<file path="src/rtl/ebe_pkg.sv">
// Shared types and codes for the eraser button emulation block.
package ebe_pkg;

	localparam int TIMER_W = 20;
	localparam int DELAY_W = 20;
	localparam int CODE_W  = 10;

	localparam logic [DELAY_W-1:0] DELAY_RESET = DELAY_W'(30 * 1000);
	localparam logic [CODE_W-1:0]  CODE_RESET  = CODE_W'(331);

	// Configuration register indexes.
	localparam logic [1:0] REG_ENABLE = 2'd0;
	localparam logic [1:0] REG_DELAY  = 2'd1;
	localparam logic [1:0] REG_CODE   = 2'd2;

	// Result kinds.
	localparam logic [1:0] K_CUR    = 2'd0;
	localparam logic [1:0] K_STORED = 2'd1;
	localparam logic [1:0] K_PASS   = 2'd2;
	localparam logic [1:0] K_DROP   = 2'd3;

	// Appended pen proximity and button actions.
	localparam logic [1:0] PEN_NONE    = 2'd0;
	localparam logic [1:0] PEN_IN_ACT  = 2'd1;
	localparam logic [1:0] PEN_OUT_ACT = 2'd2;
	localparam logic [1:0] BTN_NONE    = 2'd0;
	localparam logic [1:0] BTN_PRESS   = 2'd1;
	localparam logic [1:0] BTN_RELEASE = 2'd2;

	typedef struct packed {
		logic               enable;
		logic [DELAY_W-1:0] delay;
		logic [CODE_W-1:0]  code;
	} cfg_t;

	typedef struct packed {
		logic [1:0] kind;
		logic [1:0] pen;
		logic [1:0] btn;
		logic       strip;
	} res_t;

	// All results of one input item, handed from the front to the back.
	typedef struct packed {
		res_t [2:0]        res;
		logic [1:0]        cnt;
		logic              bad;
		logic [CODE_W-1:0] code;
	} bundle_t;

endpackage

</file>
<file path="src/rtl/ebe_front.sv">
// Front end: accepts items, runs the emulation state machine and builds result bundles.
module ebe_front
	import ebe_pkg::*;
(
	input  logic         clk,
	input  logic         arst_n,
	input  cfg_t         cfg,
	input  logic         s_tvalid,
	output logic         s_tready,
	input  logic [7:0]   s_tdata,
	input  logic [0:0]   s_tuser,
	input  logic         q_full,
	output logic         push,
	output bundle_t      push_data
);

	localparam logic [1:0] ST_NEUTRAL  = 2'd0;
	localparam logic [1:0] ST_PENDING  = 2'd1;
	localparam logic [1:0] ST_HELD     = 2'd2;
	localparam logic [1:0] ST_RELEASED = 2'd3;

	localparam logic [2:0] EV_PEN_IN     = 3'd0;
	localparam logic [2:0] EV_PEN_OUT    = 3'd1;
	localparam logic [2:0] EV_ERASER_IN  = 3'd2;
	localparam logic [2:0] EV_ERASER_OUT = 3'd3;
	localparam logic [2:0] EV_TIMEOUT    = 3'd4;

	typedef struct packed {
		logic [1:0] st;
		logic [1:0] n;
		res_t       em0;
		res_t       em1;
		logic       drop;
		logic       bad;
		logic       arm;
		logic       disarm;
	} hres_t;

	typedef struct packed {
		res_t [2:0] r;
		logic [1:0] n;
	} acc_t;

	function automatic res_t mk(logic [1:0] kind, logic [1:0] pen, logic [1:0] btn,
			logic strip);
		res_t r;
		r.kind  = kind;
		r.pen   = pen;
		r.btn   = btn;
		r.strip = strip;
		return r;
	endfunction

	function automatic hres_t handle(logic [1:0] st, logic [2:0] ev);
		hres_t h;
		h = '0;
		h.st = st;
		unique case (st)
			ST_NEUTRAL: begin
				if (ev == EV_PEN_OUT) begin
					h.arm  = 1'b1;
					h.st   = ST_PENDING;
					h.drop = 1'b1;
				end else if (ev == EV_ERASER_IN) begin
					h.em0  = mk(K_CUR, PEN_IN_ACT, BTN_PRESS, 1'b1);
					h.n    = 2'd1;
					h.st   = ST_HELD;
					h.drop = 1'b1;
				end else if (ev == EV_ERASER_OUT) begin
					h.bad = 1'b1;
				end
			end
			ST_PENDING: begin
				if (ev == EV_PEN_IN) begin
					h.disarm = 1'b1;
					h.st     = ST_NEUTRAL;
				end else if (ev == EV_ERASER_IN) begin
					h.disarm = 1'b1;
					h.em0    = mk(K_CUR, PEN_NONE, BTN_PRESS, 1'b1);
					h.n      = 2'd1;
					h.st     = ST_HELD;
					h.drop   = 1'b1;
				end else if (ev == EV_TIMEOUT) begin
					h.st  = ST_NEUTRAL;
					h.em0 = mk(K_STORED, PEN_OUT_ACT, BTN_NONE, 1'b0);
					h.n   = 2'd1;
				end else begin
					h.bad = 1'b1;
				end
			end
			ST_HELD: begin
				if (ev == EV_ERASER_OUT) begin
					h.em0  = mk(K_STORED, PEN_NONE, BTN_RELEASE, 1'b1);
					h.n    = 2'd1;
					h.st   = ST_RELEASED;
					h.arm  = 1'b1;
					h.drop = 1'b1;
				end else begin
					h.bad = 1'b1;
				end
			end
			ST_RELEASED: begin
				if (ev == EV_PEN_IN) begin
					h.disarm = 1'b1;
					h.em0    = mk(K_CUR, PEN_NONE, BTN_NONE, 1'b0);
					h.n      = 2'd1;
					h.st     = ST_NEUTRAL;
					h.drop   = 1'b1;
				end else if (ev == EV_TIMEOUT) begin
					h.em0 = mk(K_STORED, PEN_NONE, BTN_RELEASE, 1'b1);
					h.em1 = mk(K_STORED, PEN_OUT_ACT, BTN_NONE, 1'b0);
					h.n   = 2'd2;
					h.st  = ST_NEUTRAL;
				end else if (ev != EV_ERASER_IN) begin
					h.bad = 1'b1;
				end
			end
		endcase
		return h;
	endfunction

	function automatic acc_t append(acc_t a, res_t r);
		acc_t b;
		b = a;
		if (a.n != 2'd3) begin
			b.r[a.n] = r;
			b.n = a.n + 2'd1;
		end
		return b;
	endfunction

	logic [1:0]         st_q;
	logic               pen_q;
	logic               eraser_q;
	logic               armed_q;
	logic [TIMER_W-1:0] left_q;

	logic [1:0]         st_d;
	logic               pen_d;
	logic               eraser_d;
	logic               armed_d;
	logic [TIMER_W-1:0] left_d;
	logic [TIMER_W-1:0] arm_val;
	acc_t               acc;
	logic               bad;
	logic               accept;

	always_comb begin
		arm_val = TIMER_W'(cfg.delay);
		if (arm_val == '0) begin
			arm_val = TIMER_W'(1);
		end
	end

	always_comb begin
		hres_t      h1;
		hres_t      h2;
		logic       pt;
		logic       et;
		logic [2:0] pev;
		logic [2:0] eev;
		logic       drop;

		st_d     = st_q;
		pen_d    = pen_q;
		eraser_d = eraser_q;
		armed_d  = armed_q;
		left_d   = left_q;
		acc      = '0;
		bad      = 1'b0;
		drop     = 1'b0;
		h1       = '0;
		h2       = '0;
		pt       = s_tdata[0];
		et       = s_tdata[2];
		pev      = EV_PEN_IN;
		eev      = EV_ERASER_IN;

		if (s_tuser[0]) begin
			// Timer tick, independent of the enable bit.
			if (armed_q) begin
				if (left_q <= TIMER_W'(1)) begin
					armed_d = 1'b0;
					left_d  = '0;
					h1 = handle(st_q, EV_TIMEOUT);
					st_d = h1.st;
					bad  = h1.bad;
					if (h1.n != 2'd0) begin
						acc = append(acc, h1.em0);
					end
					if (h1.n == 2'd2) begin
						acc = append(acc, h1.em1);
					end
				end else begin
					left_d = left_q - TIMER_W'(1);
				end
			end
		end else if (!cfg.enable) begin
			acc = append(acc, mk(K_PASS, PEN_NONE, BTN_NONE, 1'b0));
		end else begin
			if (pt) begin
				pen_d = s_tdata[1];
			end
			if (et) begin
				eraser_d = s_tdata[3];
			end
			pev = pen_d ? EV_PEN_IN : EV_PEN_OUT;
			eev = eraser_d ? EV_ERASER_IN : EV_ERASER_OUT;

			// With both tools toggled, the tool that leaves goes first.
			if (pt && et) begin
				h1 = handle(st_q, pen_d ? eev : pev);
				h2 = handle(h1.st, pen_d ? pev : eev);
			end else if (et) begin
				h2 = handle(st_q, eev);
			end else if (pt) begin
				h2 = handle(st_q, pev);
			end else begin
				h2 = '0;
				h2.st = st_q;
			end

			if (h1.arm) begin
				armed_d = 1'b1;
				left_d  = arm_val;
			end
			if (h1.disarm) begin
				armed_d = 1'b0;
				left_d  = '0;
			end
			if (h2.arm) begin
				armed_d = 1'b1;
				left_d  = arm_val;
			end
			if (h2.disarm) begin
				armed_d = 1'b0;
				left_d  = '0;
			end
			if (h1.n != 2'd0) begin
				acc = append(acc, h1.em0);
			end
			if (h2.n != 2'd0) begin
				acc = append(acc, h2.em0);
			end
			st_d = h2.st;
			bad  = h1.bad | h2.bad;
			drop = h2.drop;
			acc  = append(acc, mk(drop ? K_DROP : K_PASS, PEN_NONE, BTN_NONE, 1'b0));
		end
	end

	assign s_tready       = !q_full;
	assign accept         = s_tvalid && s_tready;
	assign push           = accept && (acc.n != 2'd0);
	assign push_data.res  = acc.r;
	assign push_data.cnt  = acc.n;
	assign push_data.bad  = bad;
	assign push_data.code = cfg.code;

	always_ff @(posedge clk or negedge arst_n) begin
		if (!arst_n) begin
			st_q     <= ST_NEUTRAL;
			pen_q    <= 1'b0;
			eraser_q <= 1'b0;
			armed_q  <= 1'b0;
			left_q   <= '0;
		end else if (accept) begin
			st_q     <= st_d;
			pen_q    <= pen_d;
			eraser_q <= eraser_d;
			armed_q  <= armed_d;
			left_q   <= left_d;
		end
	end

endmodule

</file>
<file path="src/rtl/ebe_queue.sv">
// Two-entry queue of result bundles between the front and the back.
module ebe_queue
	import ebe_pkg::*;
(
	input  logic    clk,
	input  logic    arst_n,
	input  logic    push,
	input  bundle_t push_data,
	output logic    full,
	input  logic    pop,
	output logic    head_valid,
	output bundle_t head
);

	bundle_t    mem_q [2];
	logic       wr_q;
	logic       rd_q;
	logic [1:0] cnt_q;
	logic       do_pop;

	assign full       = (cnt_q == 2'd2);
	assign head_valid = (cnt_q != 2'd0);
	assign head       = mem_q[rd_q];
	assign do_pop     = pop && head_valid;

	always_ff @(posedge clk) begin
		if (push) begin
			mem_q[wr_q] <= push_data;
		end
	end

	always_ff @(posedge clk or negedge arst_n) begin
		if (!arst_n) begin
			wr_q  <= 1'b0;
			rd_q  <= 1'b0;
			cnt_q <= 2'd0;
		end else begin
			if (push) begin
				wr_q <= !wr_q;
			end
			if (do_pop) begin
				rd_q <= !rd_q;
			end
			if (push && !do_pop) begin
				cnt_q <= cnt_q + 2'd1;
			end else if (do_pop && !push) begin
				cnt_q <= cnt_q - 2'd1;
			end
		end
	end

endmodule

</file>
<file path="src/rtl/ebe_back.sv">
// Back end: walks the results of the head bundle and drives them one beat at a time.
module ebe_back
	import ebe_pkg::*;
(
	input  logic        clk,
	input  logic        arst_n,
	input  logic        head_valid,
	input  bundle_t     head,
	output logic        pop,
	output logic        m_tvalid,
	input  logic        m_tready,
	output logic [15:0] m_tdata,
	output logic [1:0]  m_tuser,
	output logic        m_tlast
);

	logic [1:0] idx_q;
	logic       valid_q;
	logic       load;
	logic       is_last;
	res_t       cur;

	assign load    = head_valid && (!valid_q || m_tready);
	assign cur     = head.res[idx_q];
	assign is_last = (idx_q == head.cnt - 2'd1);
	assign pop     = load && is_last;

	always_ff @(posedge clk or negedge arst_n) begin
		if (!arst_n) begin
			valid_q <= 1'b0;
			idx_q   <= 2'd0;
		end else begin
			if (load) begin
				valid_q <= 1'b1;
				idx_q   <= is_last ? 2'd0 : idx_q + 2'd1;
			end else if (m_tready) begin
				valid_q <= 1'b0;
			end
		end
	end

	always_ff @(posedge clk) begin
		if (load) begin
			m_tuser <= cur.kind;
			m_tlast <= is_last;
			m_tdata <= {head.bad, cur.strip ? head.code : {CODE_W{1'b0}}, cur.strip, cur.btn,
				cur.pen};
		end
	end

	assign m_tvalid = valid_q;

endmodule

</file>
<file path="src/rtl/eraser_button_emulation.sv">
// Top level of the eraser button emulation block: configuration registers and the two halves.
//
// The block accepts one input beat per cycle while its two-entry result queue has room; the
// front end updates the emulation state and the timer in the accepting cycle. Each input
// gives zero to three result beats, and the back end sends one result beat per cycle from
// its output register while the receiver is ready. Configuration is taken in the cycle of
// the write and should only change while no results are outstanding.
module eraser_button_emulation
	import ebe_pkg::*;
(
	input  logic         clk,
	input  logic         arst_n,
	input  logic         cfg_we,
	input  logic [1:0]   cfg_index,
	input  logic [19:0]  cfg_data,
	input  logic         s_tvalid,
	output logic         s_tready,
	// pen toggle, pen value, eraser toggle, eraser value, then zero fill
	input  logic [7:0]   s_tdata,
	// command
	input  logic [0:0]   s_tuser,
	output logic         m_tvalid,
	input  logic         m_tready,
	// pen_prox_action, button_action, strip_button, button_code_res, invalid_event
	output logic [15:0]  m_tdata,
	// kind
	output logic [1:0]   m_tuser,
	output logic         m_tlast
);

	cfg_t    cfg_q;
	logic    q_full;
	logic    push;
	bundle_t push_data;
	logic    pop;
	logic    head_valid;
	bundle_t head;

	always_ff @(posedge clk or negedge arst_n) begin
		if (!arst_n) begin
			cfg_q.enable <= 1'b0;
			cfg_q.delay  <= DELAY_RESET;
			cfg_q.code   <= CODE_RESET;
		end else if (cfg_we) begin
			unique case (cfg_index)
				REG_ENABLE: cfg_q.enable <= cfg_data[0];
				REG_DELAY:  cfg_q.delay  <= cfg_data[DELAY_W-1:0];
				REG_CODE:   cfg_q.code   <= cfg_data[CODE_W-1:0];
				default: ;
			endcase
		end
	end

	ebe_front u_front (
		.clk       (clk),
		.arst_n    (arst_n),
		.cfg       (cfg_q),
		.s_tvalid  (s_tvalid),
		.s_tready  (s_tready),
		.s_tdata   (s_tdata),
		.s_tuser   (s_tuser),
		.q_full    (q_full),
		.push      (push),
		.push_data (push_data)
	);

	ebe_queue u_queue (
		.clk        (clk),
		.arst_n     (arst_n),
		.push       (push),
		.push_data  (push_data),
		.full       (q_full),
		.pop        (pop),
		.head_valid (head_valid),
		.head       (head)
	);

	ebe_back u_back (
		.clk        (clk),
		.arst_n     (arst_n),
		.head_valid (head_valid),
		.head       (head),
		.pop        (pop),
		.m_tvalid   (m_tvalid),
		.m_tready   (m_tready),
		.m_tdata    (m_tdata),
		.m_tuser    (m_tuser),
		.m_tlast    (m_tlast)
	);

endmodule

</file>
<file path="config.mk">
export PLATFORM = sky130hd
export DESIGN_NAME = eraser_button_emulation
export DESIGN_NICKNAME = d
export VERILOG_FILES = /design/src/rtl/ebe_pkg.sv /design/src/rtl/ebe_front.sv /design/src/rtl/ebe_queue.sv /design/src/rtl/ebe_back.sv /design/src/rtl/eraser_button_emulation.sv
export SDC_FILE = /design/constraint.sdc
export NUM_CORES = 1
export LEC_CHECK = 0
export ABC_AREA = 0
export BUFFER_PORTS_ARGS = -buffer_cell sky130_fd_sc_hd__buf_2
export CELL_PAD_IN_SITES_DETAIL_PLACEMENT = 0
export CELL_PAD_IN_SITES_GLOBAL_PLACEMENT = 1
export CORE_MARGIN = 2
export CORE_UTILIZATION = 45
export CTS_CLUSTER_SIZE = 12
export DETAILED_ROUTE_END_ITERATION = 7
export PLACE_DENSITY = 0.71
export SKIP_LAST_GASP = 1
export SYNTH_ARGS = -nofsm -noshare
export SYNTH_HDL_FRONTEND = slang
export SYNTH_SLANG_ARGS = --single-unit
export TNS_END_PERCENT = 100
</file>
<file path="constraint.sdc">
create_clock -name clk -period 4.1 [get_ports clk]
set_clock_uncertainty 0.05 [all_clocks]
set_input_delay 0.82 -clock clk [delete_from_list [all_inputs] [get_ports clk]]
set_output_delay 0.82 -clock clk [all_outputs]
set_load 0.01 [all_outputs]
</file>
* Yosys cells after proc, flatten, opt, wreduce, memory -nomap -nowiden
Memory sizes are Yosys's and may differ from the RTL's.
Index checks and enable logic that the tools add are counted.
** Operators by class
- $add $sub $neg :: 8
- Order comparisons :: 8
- Equality and inequality tests :: 45
- Mux-type cells :: 216
- Bitwise gates (word level) :: 2
- Reduce and logical (&&, ||, !) cells :: 43
** Operator list (count)
- two-way mux 23 bit :: 16
- two-way mux 11 bit :: 26
- two-way mux 20 bit :: 12
- case mux 11 bit (4 select lines) :: 4
- two-way mux 22 bit :: 5
- two-way mux 7 bit :: 15
- two-way mux 9 bit :: 10
- two-way mux 1 bit :: 82
- two-way mux 18 bit :: 4
- bitwise mux 21 bit :: 3
- demux 7 bit (select 2 bit) :: 3
- two-way mux 2 bit :: 19
- case mux 2 bit (4 select lines) :: 4
- == test 3 x 2 -> 1 bit, second input constant :: 8
- inequality test 6 x 3 -> 1 bit, second input constant :: 4
- case mux 11 bit (2 select lines) :: 1
- less-or-equal comparator 20 x 1 -> 1 bit, second input constant :: 1
- logical NOT 20 bit :: 1
- subtractor 20 x 1 -> 20 bit, second input constant :: 1
- case mux 1 bit (2 select lines) :: 8
- nonzero test 2 bit :: 8
- binary-select mux 7 bit (select 2 bit) :: 1
- == test 2 bit, second input constant :: 7
- inequality test 7 x 3 -> 1 bit, second input constant :: 2
- 28 further kinds :: 77
** Word-level totals
- Register bits after elaboration :: 82
- Memory bits (writable) :: 68
- Input bits :: 36
- Output and inout bits :: 21
- Memories kept :: 1
** Memory list
- u_queue.mem_q :: depth 2, width 34, read ports 1, clocked after Yosys merged registers in 0, write ports 1, RTL line ebe_queue.sv:15 : bundle_t mem_q [2];

* Longest topological paths before layout
Gate-level depths: netlist of the first run.
- Depth in word-level cells :: 43
- Depth in mapped cells :: 15
- Gate-level depth less buffers :: 13

* Modules after synthesis
A second synthesis of the first run with hierarchy kept.
** Second synthesis, totals
- Cell total of the unflattened synthesis :: 573
- Area total of the unflattened synthesis :: 7343.3 µm²
** By module, submodules not included
- ebe_queue :: instances 1, cells each 122, area an instance 2793.9 µm², seq. area each 2142.1 µm²
- ebe_front :: instances 1, cells each 308, area an instance 2329.7 µm², seq. area each 625.6 µm²
- eraser_button_emulation :: instances 1, cells each 68, area an instance 1249.9 µm², seq. area each 790.8 µm²
- ebe_back :: instances 1, cells each 75, area an instance 969.7 µm², seq. area each 645.6 µm²

* Worst setup path after synthesis of the first run
No wires, ideal clock.
- Kind :: in2reg
- Start :: input s_tdata[2]
- End :: memory u_queue.mem_q[0][0] (netlist bit), enable pin
- Library setup time :: 0.418 ns
- Arrival time :: 3.765 ns
- Required time :: 3.632 ns
- Slack :: -0.134 ns
- Cell stages on the path :: 10
- Buffers on the path :: 1
- Cells stage by stage :: buf_4 -> mux2_2 -> nand2_1 -> a31oi_1 -> nor3_1 -> ha_1 -> nand3_1 -> nand2_1 -> a21oi_4 -> nor2b_1
** On the way
- Word-level cells in the longest chain between the ends :: 33
- Elaborated cells on any way between the ends :: 85
- Those cells by class :: add/sub: 2; eq/ne: 17; mux: 57; reduce/logical: 9
** RTL lines
- from (decl) :: RTL line eraser_button_emulation.sv:19 : input logic [7:0] s_tdata,
- two-way mux 1 bit :: RTL line ebe_front.sv:204 : if (et) begin
- two-way mux 1 bit :: RTL line ebe_front.sv:198 : end else if (!cfg.enable) begin
- two-way mux 1 bit :: RTL line ebe_front.sv:179 : if (s_tuser[0]) begin
- two-way mux 1 bit :: RTL line ebe_front.sv:208 : eev = eraser_d ? EV_ERASER_IN : EV_ERASER_OUT;
- two-way mux 3 bit :: RTL line ebe_front.sv:212 : h1 = handle(st_q, pen_d ? eev : pev);
- == test 3 bit :: RTL line ebe_front.sv:83, ebe_front.sv:109
- two-way mux 11 bit :: RTL line ebe_front.sv:83 : end else if (ev == EV_TIMEOUT) begin
- two-way mux 11 bit :: RTL line ebe_front.sv:77 : end else if (ev == EV_ERASER_IN) begin
- [18 not listed]
- two-way mux 23 bit (*) :: RTL line ebe_front.sv:125 : if (a.n != 2'd3) begin
- two-way mux 23 bit (*) :: RTL line ebe_front.sv:198
- two-way mux 23 bit (*) :: RTL line ebe_front.sv:179
- nonzero test 2 bit (*) :: RTL line ebe_front.sv:254 : assign push = accept && (acc.n != 2'd0);
- logical AND 1 bit (*) :: RTL line ebe_front.sv:254
- via push :: RTL line eraser_button_emulation.sv:33 : logic push;
- two-way mux 1 bit (*) :: RTL line ebe_queue.sv:27 : if (push) begin
- two-way mux 1 bit (not written as such) (*) :: RTL line ebe_queue.sv:28 : mem_q[wr_q] <= push_data;
- to (decl) :: RTL line ebe_queue.sv:15
The timed path passes the listed nets; every way through them passes the cells marked *. The select of a mux whose other input is x is not followed.

* Final worst setup path of the first run
- Start :: register u_front.st_q[0]
- End :: memory u_queue.mem_q[0][12] (netlist bit), enable pin
** On the way
- Word-level cells in the longest chain between the ends :: 25
- Elaborated cells on any way between the ends :: 67
- Those cells by class :: add/sub: 3; eq/ne: 10; mux: 47; reduce/logical: 7
** RTL lines
- from (decl) :: RTL line ebe_front.sv:132 : logic [1:0] st_q;
- from (signal assigned) :: RTL line ebe_front.sv:268 : st_q <= st_d;
- == test 2 bit (tied with other cells) :: RTL line ebe_front.sv:58 : unique case (st)
- case mux 11 bit (4 select lines) :: RTL line ebe_front.sv:58
- two-way mux 11 bit :: RTL line ebe_front.sv:211 : if (pt && et) begin
- two-way mux 11 bit :: RTL line ebe_front.sv:198
- two-way mux 11 bit :: RTL line ebe_front.sv:179
- two-way mux 20 bit :: RTL line ebe_front.sv:211
- two-way mux 20 bit :: RTL line ebe_front.sv:198
- two-way mux 20 bit :: RTL line ebe_front.sv:179
- [10 not listed]
- two-way mux 23 bit :: RTL line ebe_front.sv:125
- two-way mux 23 bit :: RTL line ebe_front.sv:198
- two-way mux 23 bit (*) :: RTL line ebe_front.sv:179
- nonzero test 2 bit (*) :: RTL line ebe_front.sv:254
- logical AND 1 bit (*) :: RTL line ebe_front.sv:254
- via push :: RTL line eraser_button_emulation.sv:33
- two-way mux 1 bit (*) :: RTL line ebe_queue.sv:27
- two-way mux 1 bit (not written as such) (*) :: RTL line ebe_queue.sv:28
Marks and branches as above.

==> run_results.csv, run 1 <==
group,metric,value,unit
status,status,"complete, no violations",
timing,period_share,0.796,
min_path,hp-class,"reg -> reg",
routing,wl,13700,µm
routing,via_count,4406,
floorplanning,initial_core_util,0.462,
routing,ant_nets,0,
floorplanning,die-area,0.0160,mm²
global_routing,grt_pass1_wl,22200,µm
global_routing,grt_max_degree,45,
routing,viasPerCell,5.72,
critical_path,crit_required,4.14,ns
clock_network,cts_buffers,17,
timing,finalWorstSetupSlack,0.838,ns
power,ir_worst_vdd,0.294,mV
clock_network,clk_pin_slew,0.06,ns
job,drv_cap,0,
critical_path,cp.arrival,3.30,ns
power,p_per_area,692,mW/mm²
yosys,synth_area_leaders,"edfxtp_1 (34%), dfrtp_1 (19%), mux2_2 (6.0%), dfstp_2 (4.7%), mux2i_1 (2.8%)",
clock_network,root_buffer,"clkbuf_16",
clock_network,cts_buffer_depth,2,
timing,tightestPinTransition,1.02,ns
floorplanning,die-height,126,µm
yosys,syn_inst,518,
critical_path,worstPathMaxFanout,18,
floorplanning,io_pins,57,
routing,drt-initial-drc-count,315,
clock_network,cts_tree,"done",
critical_path,critPathKind,"reg -> reg",
final_layout,seqCellArea,0.00390,mm²
final_layout,multi_input_area,0.00261,mm²
yosys,ys_ff_latch,140,
yosys,yosysWarnings,0,
yosys,synth_top_area_share,0.343,
yosys,ys.flop_type,"edfxtp_1",
floorplanning,rows,44,
critical_path,crit_path_end_kind,"register",
timing,fin_crit,3.26,ns
yosys,yosysMostFrequentCell,"edfxtp_1",
power,p_leak,2.98,nW
final_layout,drive_gt1_frac,0.294,
routing,routedWlPerCell,17.8,µm
final_layout,diodes,0,
placed_design,place_congestion,0.816,
yosys,netlist_area,0.00674,mm²
timing,rsz0062_at_grt,"no",
floorplanning,coreArea,0.0146,mm²
yosys,async_flop_share,0.450,
placed_design,place_ws,0.501,ns
clock_network,clkLatencyLatePin,0.42,ns
timing,hold_violations,0,
global_routing,grt_pass1_vias,4303,
yosys,synth_common_cells,"edfxtp_1 (77), dfrtp_1 (51), nor2_1 (39)",
placed_design,placed_area,0.00714,mm²
global_routing,grt_usage,0.176,
floorplanning,chipWidth,126,µm
global_routing,antenna_found_initial,0,
clock_network,htree_levels,4,
yosys,avgSynthCellArea,13.0,µm²
routing,drc,0,
yosys,synth_top_cell_by_area,"edfxtp_1",
global_routing,overflow,0,
yosys,synth_cell_types,77,
final_layout,finish.utilization,0.532,
clock_network,cts_sinks,140,
timing,setup_viol,0,
final_layout,fill_cells,1218,
final_layout,final_area,0.00777,mm²
final_layout,fin_nets,614,
timing,finalMaxSlewViolations,0,
placed_design,io_buffers,52,
critical_path,critPathLaunchType,"register",
clock_network,cts_setup_buffers,0,
timing,relSlewSlack,0.320,
timing,max_freq,307,MHz
clock_network,hold_buffers,0,
clock_network,cts_resized,0,
final_layout,area.growth.synth_to_final,15.2,%
placed_design,place_hpwl,9290,µm
yosys,synth_edf_count,77,
yosys,ys_seq_area_frac,0.579,
routing,drt_pass1_iterations,5,
timing,setup_tns,0,ns
## per-layer routing
layer | up-vias | part of all wire | global-route usage | wire (µm)
met3 | 4 | 0.032 | 0.0413 | 445
met4 | 0 | 0.0076 | 0.0530 | 104
met5 | - | 0 | 0 | 0
met1 | 2200 | 0.47 | 0.236 | 6390
met2 | 88 | 0.49 | 0.287 | 6800
li1 | 2114 | - | - | -
## final cells by class
| class | count | share of cell area |
|---|---|---|
| well taps | 184 | 0.0296 |
| clock buffers | 19 | 0.0557 |
| repair buffers | 60 | 0.0412 |
| flip-flops and latches | 140 | 0.503 |
| clock inverters | 13 | 0.0245 |
| multi-input cells | 332 | 0.336 |
| inverters | 22 | 0.0106 |
## state kept, by name (all words and copies together) (netlist names)
name / cells
u_queue.wr_q: 1
u_queue.mem_q: 58
u_queue.rd_q: 1
u_back.idx_q: 2
u_front.armed_q: 1
u_back.m_tvalid: 1
u_front.pen_q: 1
cfg_q: 31
u_back.m_tuser: 2
u_back.m_tlast: 1
u_queue.cnt_q: 2
u_front.st_q: 2
u_back.m_tdata: 16
u_front.left_q: 20
u_front.eraser_q: 1
## path summary, 6_finish.rpt
check                                start                    to  slack, ns  depth (start not counted)
min                               cfg_q[5]   u_queue.mem_q[1][5]       0.42                          0
max reg2reg                u_front.st_q[0]  u_queue.mem_q[0][12]       0.84                         10
max in group asynchronous           arst_n             cfg_q[23]       2.57                          2
min in group asynchronous           arst_n             cfg_q[21]       0.54                          1
min reg2reg                       cfg_q[5]   u_queue.mem_q[1][5]       0.42                          0
max                        u_front.st_q[0]  u_queue.mem_q[0][12]       0.84                         10
## worst max-delay path, cell delays in order, from the launching register on
cell       delay (ns)
dfrtp_1          0.57
nor3b_1          0.49
o21ai_0          0.15
o2bb2ai_1        0.16
nor3_1           0.28
ha_1             0.36
nand3_1          0.11
nand2_1          0.09
a21oi_4          0.22
nor2b_2          0.19
buf_4            0.27
## cells in the final DEF (no fill, tap or decap), types with 6 or more instances in the layout
| cell type | instances |
|---|---|
| a21oi_1 | 8 |
| a22oi_1 | 10 |
| a32oi_1 | 6 |
| and2_1 | 6 |
| buf_2 | 52 |
| buf_4 | 8 |
| clkbuf_16 | 17 |
| conb_1 | 8 |
| dfrtp_1 | 51 |
| dfstp_2 | 12 |
| edfxtp_1 | 77 |
| inv_1 | 21 |
| mux2_2 | 36 |
| mux2i_1 | 19 |
| mux4_2 | 7 |
| nand2_1 | 15 |
| nand2b_1 | 7 |
| nand3_1 | 8 |
| nor2_1 | 39 |
| nor3_1 | 14 |
| nor4_1 | 8 |
| o21ai_0 | 12 |
| o221ai_1 | 17 |
| o2bb2ai_1 | 17 |
## power by group
part	internal (mW)	total (mW)	switching (mW)
registers	1.95	2.25	0.300
logic	0.658	1.52	0.861
clock network	1.02	1.61	0.587
total	3.63	5.38	1.75
## kinds of logic (layout without fill, tap and decap cells)
group                      count (synthesis)  after routing  share of synthesized area
AOI/OAI and AO/OA                        117            117                      0.140
and+or+nand+nor                          134            134                      0.113
muxes                                     62             62                      0.112
xor gates and xnor gates                   6              6                    0.00779
buffers and inverters                     53            114                     0.0390
adders and majority gates                  5              5                    0.00928
DFF                                      140            140                      0.579
other                                      1              8                   0.000556
## metrics by stage
stage | hold slack (ns) | instances | total power [mW]
6_report | 0.420 | 770 | 5.38
5_1_grt | 0.434 | 770 | 5.68
4_1_cts | 0.423 | 770 | 5.42
3_5_place_dp | 0.412 | 738 | 3.80
3_3_place_gp | 0.401 | 738 | 3.75
2_1_floorplan | 0.387 | 525 | 3.39
Power figures use the tool's default switching activity.
==> run 2: changes to the inputs <==
==> constraint.sdc (replaced) <==
create_clock -name clk -period 3.2 [get_ports clk]
set_clock_uncertainty 0.05 [all_clocks]
set_input_delay 0.64 -clock clk [delete_from_list [all_inputs] [get_ports clk]]
set_output_delay 0.64 -clock clk [all_outputs]
set_load 0.01 [all_outputs]
==> run 2 against run 1 <==
Sequential share of layout area fell by 0.96 points. Critical path depth down 2. First-iteration DRC count decreased by 2.9%. Final cell count up 2.3%. Combinational power rose by 36%. Non-clock buffer count is 18 higher. Via count up 2.7%. Critical path type unchanged. Highest routed layer unchanged.
==> run_results.csv, run 2 (synthesis gave the netlist of run 1 again) <==
group,metric,value,unit
global_routing,grt_usage,0.186,
global_routing,grt_pass1_vias,4620,
critical_path,crit_required,3.26,ns
clock_network,root_buffer,"clkbuf_16",
clock_network,cts_buffers,17,
routing,ant_nets,0,
critical_path,rrSetupSlack,0.49,ns
placed_design,io_buffers,52,
timing,hold_violations,0,
clock_network,cts_tree,"done",
timing,setup_viol,0,
power,net-switching-power,2.26,mW
clock_network,cts_sinks,140,
placed_design,place_congestion,0.817,
clock_network,cts_setup_buffers,0,
routing,drt_pass1_iterations,4,
power,switching_share,0.327,
job,drv_cap,0,
routing,routedWlPerCell,18.1,µm
timing,finalMaxSlewViolations,0,
power,p_comb_frac,0.298,
clock_network,cts_buffer_depth,2,
final_layout,area.growth.synth_to_final,17.4,%
final_layout,layout_commonest_cell,"edfxtp_1",
final_layout,layout_common_cells,"edfxtp_1 (77), buf_2 (52), dfrtp_1 (51)",
clock_network,cts_resized,0,
power,clockPowerShare,0.288,
clock_network,hold_buffers,0,
placed_design,dp_cells,756,
critical_path,worstPathCellList,"inv_1 -> ha_1 -> o21ba_2 -> nand4_2 -> or4_4 -> a21oi_4 -> nor2b_4 -> buf_12",
final_layout,drive_gt1_frac,0.313,
power,p_int,4.67,mW
timing,tightestPinTransition,0.633,ns
floorplanning,coreArea,0.0146,mm²
timing,finalWorstSetupSlack,0.486,ns
critical_path,crit_path_end_kind,"register",
final_layout,largest_reg_flops,58,
critical_path,worstPathMaxFanout,29,
clock_network,clkLatencyLatePin,0.41,ns
timing,setup_tns,0,ns
critical_path,crit_family,"simple AND/OR/NAND/NOR gates",
final_layout,top_register,"u_queue.mem_q",
timing,relSlewSlack,0.574,
global_routing,grt_pass1_wl,23400,µm
timing,fin_crit,2.71,ns
clock_network,htree_levels,4,
status,status,"complete, no violations",
min_path,hp-class,"in -> async",
global_routing,antenna_found_initial,0,
clock_network,clk_pin_slew,0.06,ns
critical_path,critPathKind,"reg -> reg",
routing,drc,0,
placed_design,place_hpwl,9700,µm
routing,drt-initial-drc-count,306,
critical_path,cp.arrival,2.77,ns
routing,viasPerCell,5.74,
floorplanning,die-height,126,µm
power,p_per_area,876,mW/mm²
power,p_leak,3.08,nW
final_layout,reg_top3,"u_queue.mem_q (58), cfg_q (31), u_front.left_q (20)",
power,power_frac_seq,0.415,
placed_design,place_ws,0.0882,ns
timing,max_freq,369,MHz
floorplanning,initial_core_util,0.462,
final_layout,diodes,0,
critical_path,slowest_stage,"or4_4",
routing,via_count,4524,
timing,rsz0062_at_grt,"no",
final_layout,instances_no_fill,788,
floorplanning,die-area,0.0160,mm²
final_layout,fin_nets,632,
floorplanning,chipWidth,126,µm
global_routing,overflow,0,
routing,wl,14300,µm
power,p_total,6.93,mW
critical_path,critPathLaunchType,"register",
timing,period_share,0.848,
final_layout,fill_cells,1210,
global_routing,grt_max_degree,33,
floorplanning,rows,44,
power,ir_worst_vdd,0.568,mV
critical_path,max_stage_delay,0.50,ns
floorplanning,io_pins,57,
critical_path,worst-path-buf-inv,2,
[run 2: changes by cell type in the layout (fill, tap and decap cells not counted)]
cell and change:
bufinv_16 -1, clkinv_4 -1, nor2b_4 +1, clkinv_2 +1, and2_2 +1, buf_4 +15
clkinvlp_4 -2, buf_12 +3, clkbuf_1 +2, and2_1 -1, clkbuf_8 +1, nor2b_2 -1
[run 2: worst register-to-register path, cell delays in order, from the launching register on]
cell and delay (ns):
dfrtp_1 0.42, inv_1 0.12, ha_1 0.34, o21ba_2 0.20, nand4_2 0.17, or4_4 0.50
a21oi_4 0.20, nor2b_4 0.19, buf_12 0.20
[run 2: metrics by stage]
step / util / cell area [µm²] / hold WS, ns
floorplan: - / 6780 / 0.294
global placement: 0.502 / 7320 / 0.398
detailed placement: 0.502 / 7320 / 0.413
CTS: 0.543 / 7920 / 0.0336
global route: 0.543 / 7920 / 0.0469
finish: 0.543 / 7920 / 0.0417
[run 2: path summary, 6_finish.rpt]
check / startpoint / end / cells past startpoint
worst max-delay path: u_front.left_q[0] / u_queue.mem_q[0][17] / 8
worst min-delay path: arst_n / cfg_q[21] / 1
worst max register to register: u_front.left_q[0] / u_queue.mem_q[0][17] / 8
worst min register to register: cfg_q[7] / u_queue.mem_q[1][7] / 0
max in group asynchronous: arst_n / cfg_q[1] / 2
min in group clk: m_tready / u_back.m_tvalid / 2
[run 2: routing by layer]
| metal | global-route usage | vias to the layer above | share of wire |
|---|---|---|---|
| li1 | - | 2143 | - |
| met1 | 0.250 | 2234 | 0.46 |
| met2 | 0.297 | 126 | 0.49 |
| met3 | 0.0468 | 21 | 0.042 |
| met4 | 0.0588 | 0 | 0.015 |
| met5 | 0 | - | 0 |
[run 2: final cells by class]
type	count	area (µm²)	share of cell area
Clock buffer	22	454	0.0574
Tap cell	184	230	0.0291
Timing Repair Buffer	78	493	0.0623
Clock inverter	10	141	0.0179
Multi-Input combinational cell	332	2610	0.330
Inverter	22	82.6	0.0104
Sequential cell	140	3900	0.493
[run 2: power by group through the flow]
stage	Combinational, mW	Clock (mW)	Sequential [mW]
6_report	2.06	1.99	2.87
5_1_grt	2.28	2.11	2.93
4_1_cts	2.08	2.03	2.88
3_5_place_dp	2.06	0	2.90
3_3_place_gp	2.02	0	2.88
2_1_floorplan	1.53	0	2.82
